===== config.mk =====
export PLATFORM = sky130hd
export DESIGN_NAME = pulse_width_period_capture
export DESIGN_NICKNAME = d
export VERILOG_FILES = /design/src/pwpc_pkg.sv /design/src/pulse_width_period_capture.sv
export SDC_FILE = /design/constraint.sdc
export NUM_CORES = 2
export LEC_CHECK = 0
export ABC_CLOCK_PERIOD_IN_PS = 13670
export BUFFER_PORTS_ARGS = -buffer_cell sky130_fd_sc_hd__clkbuf_2
export CORE_MARGIN = 2
export CORE_UTILIZATION = 40
export DETAILED_ROUTE_END_ITERATION = 8
export RECOVER_POWER = 25
export SLEW_MARGIN = 20
export SYNTH_ARGS = -nofsm -noshare
export SYNTH_HDL_FRONTEND = slang
export SYNTH_SLANG_ARGS = --single-unit

===== constraint.sdc =====
create_clock -name aclk -period 13.67 [get_ports aclk]
set_input_delay 0.6835 -clock aclk [delete_from_list [all_inputs] [get_ports aclk]]
set_output_delay 0.6835 -clock aclk [all_outputs]
set_load 0.05 [all_outputs]

===== src/pwpc_pkg.sv =====
// Shared types and constants for the pulse width and period capture block.
package pwpc_pkg;

    localparam int CHANNELS   = 4;
    localparam int TIME_BITS  = 32;
    localparam int CH_IDX_W   = (CHANNELS > 1) ? $clog2(CHANNELS) : 1;
    localparam int OUT_BITS   = 32;
    localparam int CH_BITS    = 2;
    localparam int EXPIRY_SHL = 2;

    typedef logic [TIME_BITS-1:0] time_t;
    typedef logic [CH_IDX_W-1:0]  ch_idx_t;

    typedef enum logic [1:0] {
        OP_RISE  = 2'd0,
        OP_FALL  = 2'd1,
        OP_CRANK = 2'd2,
        OP_QUERY = 2'd3
    } op_t;

endpackage


===== src/pulse_width_period_capture.sv =====
// Top level: per-channel pulse width, period and crank offset capture.
// A result beat is formed from the input register and offered from the result register;
// the beat waits in the input register while the result channel stalls.
// Throughput: one beat per cycle while m_ready does not stall the result register; the
// selected channel's state is read, modified and written back between the two registers.
// Reset (aresetn low, synchronous): clears all channel and crank state and drops both valids.
module pulse_width_period_capture
    import pwpc_pkg::*;
(
    input  logic                       aclk,
    input  logic                       aresetn,
    input  logic                       s_valid,
    output logic                       s_ready,
    input  logic [1:0]                 s_operation,
    input  logic [CH_BITS-1:0]         s_channel,
    input  logic                       s_first_tooth,
    input  logic [31:0]                s_timestamp,
    output logic                       m_valid,
    input  logic                       m_ready,
    output logic [OUT_BITS-1:0]        m_low_width,
    output logic [OUT_BITS-1:0]        m_high_width,
    output logic [OUT_BITS-1:0]        m_signal_period,
    output logic signed [OUT_BITS-1:0] m_crank_offset,
    output logic [OUT_BITS-1:0]        m_event_count
);

    logic                 in_valid_reg;
    op_t                  op_reg;
    logic [CH_BITS-1:0]   ch_reg;
    logic                 first_reg;
    time_t                now_reg;

    time_t                rise_time_reg     [CHANNELS];
    time_t                fall_time_reg     [CHANNELS];
    time_t                last_activity_reg [CHANNELS];
    time_t                low_width_reg     [CHANNELS];
    time_t                high_width_reg    [CHANNELS];
    time_t                period_reg        [CHANNELS];
    time_t                offset_reg        [CHANNELS];
    logic [OUT_BITS-1:0]  edge_count_reg    [CHANNELS];
    time_t                crank_period_reg;
    time_t                crank_start_reg;

    logic                 m_valid_reg;
    logic [OUT_BITS-1:0]  m_low_width_reg;
    logic [OUT_BITS-1:0]  m_high_width_reg;
    logic [OUT_BITS-1:0]  m_signal_period_reg;
    logic [OUT_BITS-1:0]  m_crank_offset_reg;
    logic [OUT_BITS-1:0]  m_event_count_reg;

    logic                 advance;
    logic                 ch_ok;
    ch_idx_t              idx;

    time_t                rise_next;
    time_t                fall_next;
    time_t                act_next;
    time_t                low_next;
    time_t                high_next;
    time_t                period_next;
    time_t                offset_next;
    logic [OUT_BITS-1:0]  count_next;
    time_t                crank_period_next;
    time_t                crank_start_next;

    time_t                off_raw;
    time_t                off_wrap;
    time_t                half_sum;
    time_t                half_period;
    logic                 expired;

    assign advance = in_valid_reg && (!m_valid_reg || m_ready);
    assign s_ready = !in_valid_reg || advance;

    assign ch_ok = (int'(ch_reg) < CHANNELS);
    assign idx   = ch_ok ? CH_IDX_W'(ch_reg) : '0;

    // signed half of the crank period, truncated toward zero
    assign half_sum    = crank_period_reg + time_t'(crank_period_reg[TIME_BITS-1]);
    assign half_period = time_t'($signed(half_sum) >>> 1);
    assign off_raw     = now_reg - crank_start_reg;
    assign off_wrap    = off_raw - crank_period_reg;

    always_comb begin
        rise_next         = rise_time_reg[idx];
        fall_next         = fall_time_reg[idx];
        act_next          = last_activity_reg[idx];
        low_next          = low_width_reg[idx];
        high_next         = high_width_reg[idx];
        period_next       = period_reg[idx];
        offset_next       = offset_reg[idx];
        count_next        = edge_count_reg[idx];
        crank_period_next = crank_period_reg;
        crank_start_next  = crank_start_reg;
        unique case (op_reg)
            OP_CRANK: begin
                if (first_reg) begin
                    crank_period_next = now_reg - crank_start_reg;
                    crank_start_next  = now_reg;
                end
            end
            OP_RISE: begin
                if (ch_ok) begin
                    count_next  = edge_count_reg[idx] + OUT_BITS'(1);
                    act_next    = now_reg;
                    low_next    = now_reg - fall_time_reg[idx];
                    period_next = now_reg - rise_time_reg[idx];
                    rise_next   = now_reg;
                end
            end
            OP_FALL: begin
                if (ch_ok) begin
                    count_next  = edge_count_reg[idx] + OUT_BITS'(1);
                    act_next    = now_reg;
                    high_next   = now_reg - rise_time_reg[idx];
                    fall_next   = now_reg;
                    offset_next = ($signed(off_raw) > $signed(half_period)) ? off_wrap : off_raw;
                end
            end
            OP_QUERY: begin
            end
            default: begin
            end
        endcase
    end

    assign expired = (now_reg - act_next) > (crank_period_next << EXPIRY_SHL);

    always_ff @(posedge aclk) begin
        if (!aresetn) begin
            in_valid_reg <= 1'b0;
        end else if (s_ready) begin
            in_valid_reg <= s_valid;
        end
        if (s_valid && s_ready) begin
            op_reg    <= op_t'(s_operation);
            ch_reg    <= s_channel;
            first_reg <= s_first_tooth;
            now_reg   <= time_t'(s_timestamp);
        end
    end

    always_ff @(posedge aclk) begin
        if (!aresetn) begin
            for (int i = 0; i < CHANNELS; i++) begin
                rise_time_reg[i]     <= '0;
                fall_time_reg[i]     <= '0;
                last_activity_reg[i] <= '0;
                low_width_reg[i]     <= '0;
                high_width_reg[i]    <= '0;
                period_reg[i]        <= '0;
                offset_reg[i]        <= '0;
                edge_count_reg[i]    <= '0;
            end
            crank_period_reg <= '0;
            crank_start_reg  <= '0;
        end else if (advance) begin
            crank_period_reg <= crank_period_next;
            crank_start_reg  <= crank_start_next;
            if (ch_ok) begin
                rise_time_reg[idx]     <= rise_next;
                fall_time_reg[idx]     <= fall_next;
                last_activity_reg[idx] <= act_next;
                low_width_reg[idx]     <= low_next;
                high_width_reg[idx]    <= high_next;
                period_reg[idx]        <= period_next;
                offset_reg[idx]        <= offset_next;
                edge_count_reg[idx]    <= count_next;
            end
        end
    end

    always_ff @(posedge aclk) begin
        if (!aresetn) begin
            m_valid_reg <= 1'b0;
        end else if (advance) begin
            m_valid_reg <= 1'b1;
        end else if (m_ready) begin
            m_valid_reg <= 1'b0;
        end
        if (advance) begin
            m_low_width_reg     <= ch_ok ? OUT_BITS'(low_next) : '0;
            m_high_width_reg    <= (ch_ok && !expired) ? OUT_BITS'(high_next) : '0;
            m_signal_period_reg <= ch_ok ? OUT_BITS'(period_next) : '0;
            m_crank_offset_reg  <= ch_ok ? OUT_BITS'(offset_next) : '0;
            m_event_count_reg   <= ch_ok ? count_next : '0;
        end
    end

    assign m_valid         = m_valid_reg;
    assign m_low_width     = m_low_width_reg;
    assign m_high_width    = m_high_width_reg;
    assign m_signal_period = m_signal_period_reg;
    assign m_crank_offset  = $signed(m_crank_offset_reg);
    assign m_event_count   = m_event_count_reg;

    a_advance_offers_beat: assert property (@(posedge aclk) disable iff (!aresetn)
        advance |=> m_valid)
        else $error("processed beat not offered on result channel");

    a_edge_counts: assert property (@(posedge aclk) disable iff (!aresetn)
        advance && ch_ok && (op_reg == OP_RISE || op_reg == OP_FALL)
        |=> m_event_count == $past(edge_count_reg[idx]) + OUT_BITS'(1))
        else $error("edge beat did not advance the channel edge count");

    a_crank_start: assert property (@(posedge aclk) disable iff (!aresetn)
        advance && op_reg == OP_CRANK && first_reg |=> crank_start_reg == $past(now_reg))
        else $error("first crank tooth did not set crank start");

    a_rise_period: assert property (@(posedge aclk) disable iff (!aresetn)
        advance && ch_ok && op_reg == OP_RISE
        |=> m_signal_period == OUT_BITS'($past(now_reg - rise_time_reg[idx])))
        else $error("rising edge period mismatch");

endmodule


# Yosys cells after proc, flatten, opt, wreduce, memory -nomap -nowiden
# Memories as Yosys holds them, arrays and structs flattened. A register that Yosys moved wholly into a read port is not among the register bits.
# Cells that the tools add are included.
# word_totals
out_inout_bits	162
wordCells	100
n_memories	8
in_bits	41
reg_bits	263
mem_bits_rw	1024
# classes
reduce_logical	18
magnitude_cmp	2
n_eq_ne	2
muxes	49
n_addsub	7
# memory_table
name	depth	width	rd	rd_clocked_by_memory_dff	wr	line_no	rtl
edge_count_reg	4	32	1	1	4	pulse_width_period_capture.sv:40	logic [OUT_BITS-1:0] edge_count_reg [CHANNELS];
fall_time_reg	4	32	1	1	4	pulse_width_period_capture.sv:34	time_t fall_time_reg [CHANNELS];
high_width_reg	4	32	1	1	4	pulse_width_period_capture.sv:37	time_t high_width_reg [CHANNELS];
last_activity_reg	4	32	1	1	4	pulse_width_period_capture.sv:35	time_t last_activity_reg [CHANNELS];
low_width_reg	4	32	1	1	4	pulse_width_period_capture.sv:36	time_t low_width_reg [CHANNELS];
offset_reg	4	32	1	1	4	pulse_width_period_capture.sv:39	time_t offset_reg [CHANNELS];
2 more memories	--	--	--	--	--	--	
# op_table
cell	n
$mux W32	17
$reduce_or A32 Y1	8
$sub A32 B32 Y32	5
$mux W30	2
$add A32 B1 Y32	1
$add A32 B1 Y32 const B	1
$gt A32 B31 Y1	1
$gt A32 B32 Y1	1
$mux W2	16
$mux W1	14
$reduce_and A3 Y1	1
$eq A2 B1 Y1 const B	1
$eq A2 B2 Y1 const B	1
$logic_and A1 B1 Y1	2
$logic_not A1 Y1	2
$logic_not A2 Y1	1
$logic_or A1 B1 Y1	2
$reduce_bool A2 Y1	1
$reduce_or A2 Y1	1

# Longest topological paths before layout
# logic_depth
depth_word	8
depth_mapped	35
depth_no_buf	27

# Worst setup path after synthesis
# OpenSTA, ideal clock, no wires.
# synth_path
path_type	input port to flip-flop
start	in m_ready
end	mem edge_count_reg[3][0], enable pin
setup_ns	0.627
t_arrival_ns	11.597
n_path_buf	2
required_ns	13.043
slack_ns	1.446
cell_stages	6
path_cell_list	nor2b_1 > nor2b_1 > clkbuf_1 > clkbuf_1 > nand3_1 > nand2_1
# synth_rtl
element	line_no	rtl
start: declaration	pulse_width_period_capture.sv:19	input logic m_ready,
end: declaration	pulse_width_period_capture.sv:40	

==> impl_metrics.json <==
{
  "antenna_found_initial": 6,
  "worst_setup_path_start_kind": "flip-flop",
  "post_route_cells_drive_above_1_share_pct": 11.0,
  "synth-async-reset-ratio_pct": 0,
  "synth_area_leader_cell": "sky130_fd_sc_hd__edfxtp_1",
  "final_hold_viol_count": 0,
  "route.vias.total": 42100,
  "violated_checks": "max-capacitance violations, max-slew violations",
  "core_rows": 146,
  "clock_path_buffers": 3,
  "clockRootBuffer": "sky130_fd_sc_hd__clkbuf_16",
  "peakVddDrop_mv": 0.134,
  "drt_first_pass_iters": 6,
  "synth_area_per_cell_um2": 12.3,
  "criticalPathCategory": "reg -> reg",
  "grt_pass1_vias": 42100,
  "total_leakage_power_nw": 26.6,
  "gp_routability_congestion": 0.918,
  "synthDominantCellAreaShare_pct": 57.2,
  "relSlewSlack_pct": -256,
  "height_of_the_die_um": 404,
  "warnings_from_yosys": 0,
  "commonest_cells_after_routing_fill_and_taps_aside": "sky130_fd_sc_hd__edfxtp_1 (1221), sky130_fd_sc_hd__nor2_1 (1065), sky130_fd_sc_hd__nand2_1 (347)",
  "grt_first_pass_wirelength_um": 271000,
  "arrival_ps": 10140,
  "clock-sinks": 1289,
  "wl_um": 181000,
  "cp_cell_sequence": "nor2b_1 > nor2b_4 > clkbuf_1 > nand2_1 > nor2_1 > nand2_1 > nand2_4 > buf_4 > buf_12",
  "rsz0062_at_grt": "false",
  "final.fill_count": 14500,
  "mapped_cell_area_um2": 64100,
  "grt.overflow.total": 0,
  "vias_per_cell": 5.56,
  "drt-initial-drc-count": 3609,
  "timing.fmax_mhz": 103,
  "cts.repair_timing.setup_buffer_count": 0,
  "htree_levels": 4,
  "setup_viol_count_final": 0,
  "clock_tree_from_tritoncts": "yes",
  "drv_slew": 849,
  "maximum_number_of_pins_on_one_net_before_global_route_repair": 160,
  "synth.lib_cells_used.distinct": 78,
  "area_growth_pct": 12.1,
  "clock_latency_ps": 810,
  "synth_ff_type": "sky130_fd_sc_hd__edfxtp_1",
  "sequential_area_share_after_synthesis_pct": 59.3,
  "grt_util_all_layers_pct": 22.1,
  "critical-path-slowest-cell": "sky130_fd_sc_hd__nand2_1",
  "worst_setup_path_end_kind": "flip-flop",
  "min_path_type": "in -> reg",
  "skew_ps": 70.9,
  "clk_pin_slew_ps": 60,
  "final_antenna_net_count": 0,
  "power_density_nw_per_um2": 144,
  "synth-seq-cells": 1289,
  "route.detailed.drc": 0,
  "floorplan.initialDensity_pct": 40.4,
  "status": "finished with violations",
  "edff_count_synth": 1221,
  "setup-tns-final_ps": 0,
  "timing.critical_path.fanout_max": 144,
  "dp_hpwl_um": 112000,
  "critical_path.most_common_cell": "sky130_fd_sc_hd__nand2_1",
  "synth_fp_nets": 5467,
  "mostFrequentLayoutCell": "sky130_fd_sc_hd__edfxtp_1",
  "required_ps": 14090,
  "routed_wire_per_std_cell_um": 23.9,
  "final.period_utilization_pct": 71.1,
  "finish.net_count": 5654,
  "synth.area.top_cells": "sky130_fd_sc_hd__edfxtp_1 (57%), sky130_fd_sc_hd__mux4_2 (9.0%), sky130_fd_sc_hd__nor2_1 (6.2%), sky130_fd_sc_hd__ha_1 (4.2%), sky130_fd_sc_hd__dfxtp_1 (2.1%)",
  "timing.max_cap.violations": 15,
  "buffer_ports.inserted": 202,
  "pin_count": 203,
  "layout_min_cycle_time_ps": 9720,
  "die-width_um": 404,
  "die_area_um2": 164000,
  "finish.utilization_pct": 45.3,
  "syn_inst": 5205,
  "cts-buffers-inserted": 142,
  "slowest_delay_ps": 2080,
  "num_antenna_cells": 0,
  "floorplan.core_area_um2": 159000,
  "worstMarginPinSlew_ps": 5340
}
-- cells in the mapped netlist (all sizes together), types with 4 or more instances --
master,count
mux4,256
nor3b,10
a21o,77
clkbuf,210
buf,51
o211ai,15
or2,13
o22ai,10
and3,30
xnor2,131
nand2b,30
nand3,64
a311oi,8
fa,5
o31ai,6
a31oi,28
nor2b,28
nand3b,4
nor3,99
o21a,34
o21bai,15
edfxtp,1221
dfxtp,68
nor2,1067
or3,17
nor4,10
a2111oi,12
inv,340
xor2,56
and2,33
mux2i,130
a41oi,4
a21boi,7
ha,216
nand4,31
a21oi,207
o31a,9
a211oi,107
a211o,6
o21ai,151
nand2,348
-- report_power, final --
part	switching [mW]	internal (mW)
registers	0.0742	4.56
logic	1.31	0.638
clock network	1.67	2.07
-- routing by layer --
metal	vias to the layer above	part of all wire, %	GRT usage (%)
met2	1289	49	37.0
met4	6	3.0	7.02
met3	274	5.6	2.98
met5	-	0.018	0
li1	19300	-	-
met1	21300	42	29.7
-- metrics by stage --
step	power [mW]	hold slack, ps	cell area (µm²)	setup WS [ps]	std cells
finish	10.3	60.0	71900	3950	7576
CTS	10.4	0.742	72200	6510	7576
detailed placement	6.67	447	67700	6570	7316
floorplan	6.09	436	64100	1450	5205
global route	10.7	29.0	71900	3530	7576
global placement	6.65	443	67700	6580	7316
-- path summary, 6_finish.rpt --
| path | from | to | slack, ps | depth (start not counted) |
|---|---|---|---|---|
| setup / recovery | m_valid$_SDFFE_PN0P_ | low_width_reg[2][23]$_SDFFCE_PN0P_ | 3950 | 9 |
| hold / removal | s_timestamp[24] | now_reg[24]$_DFFE_PP_ | 60 | 1 |
| setup reg to reg | m_valid$_SDFFE_PN0P_ | low_width_reg[2][23]$_SDFFCE_PN0P_ | 3950 | 9 |
| hold reg to reg | crank_start_reg[14]$_SDFFE_PN0P_ | crank_start_reg[14]$_SDFFE_PN0P_ | 460 | 2 |
-- cells by family after synthesis --
family          count (synthesis)  synth area share (%)
xor+xnor                      188                  2.60
mux                           389                  11.1
buf+inv                       601                  3.61
simple gates                 1796                  11.8
flops                        1289                  59.3
fa+ha+maj                     222                  4.38
compound gates                720                  7.28
-- layout make-up --
class                           instances  area, µm²  area share (%)
Clock buffer                          189       3830            5.33
Sequential cell                      1289      38000            52.9
Multi-Input combinational cell       3315      23900            33.2
Timing Repair Buffer                  304       1590            2.21
Clock inverter                         67        719            1.00
Tap cell                             2072       2590            3.61
Inverter                              340       1280            1.77
-- worst max-delay path, delay by kind of cell (launching register included) --
kind | cells | cell delay (ps)
AND/OR/NAND/NOR | 6 | 5580
buffers and inverters | 3 | 3110
flip-flops | 1 | 300
-- repair_timing --
| action | 4_1_cts | 5_1_grt |
|---|---|---|
| hold endpoints to repair | 4 | 0 |
| gates resized for setup | 0 | 0 |
| hold buffers | 4 | 0 |
(Power assumes the default switching activity.)
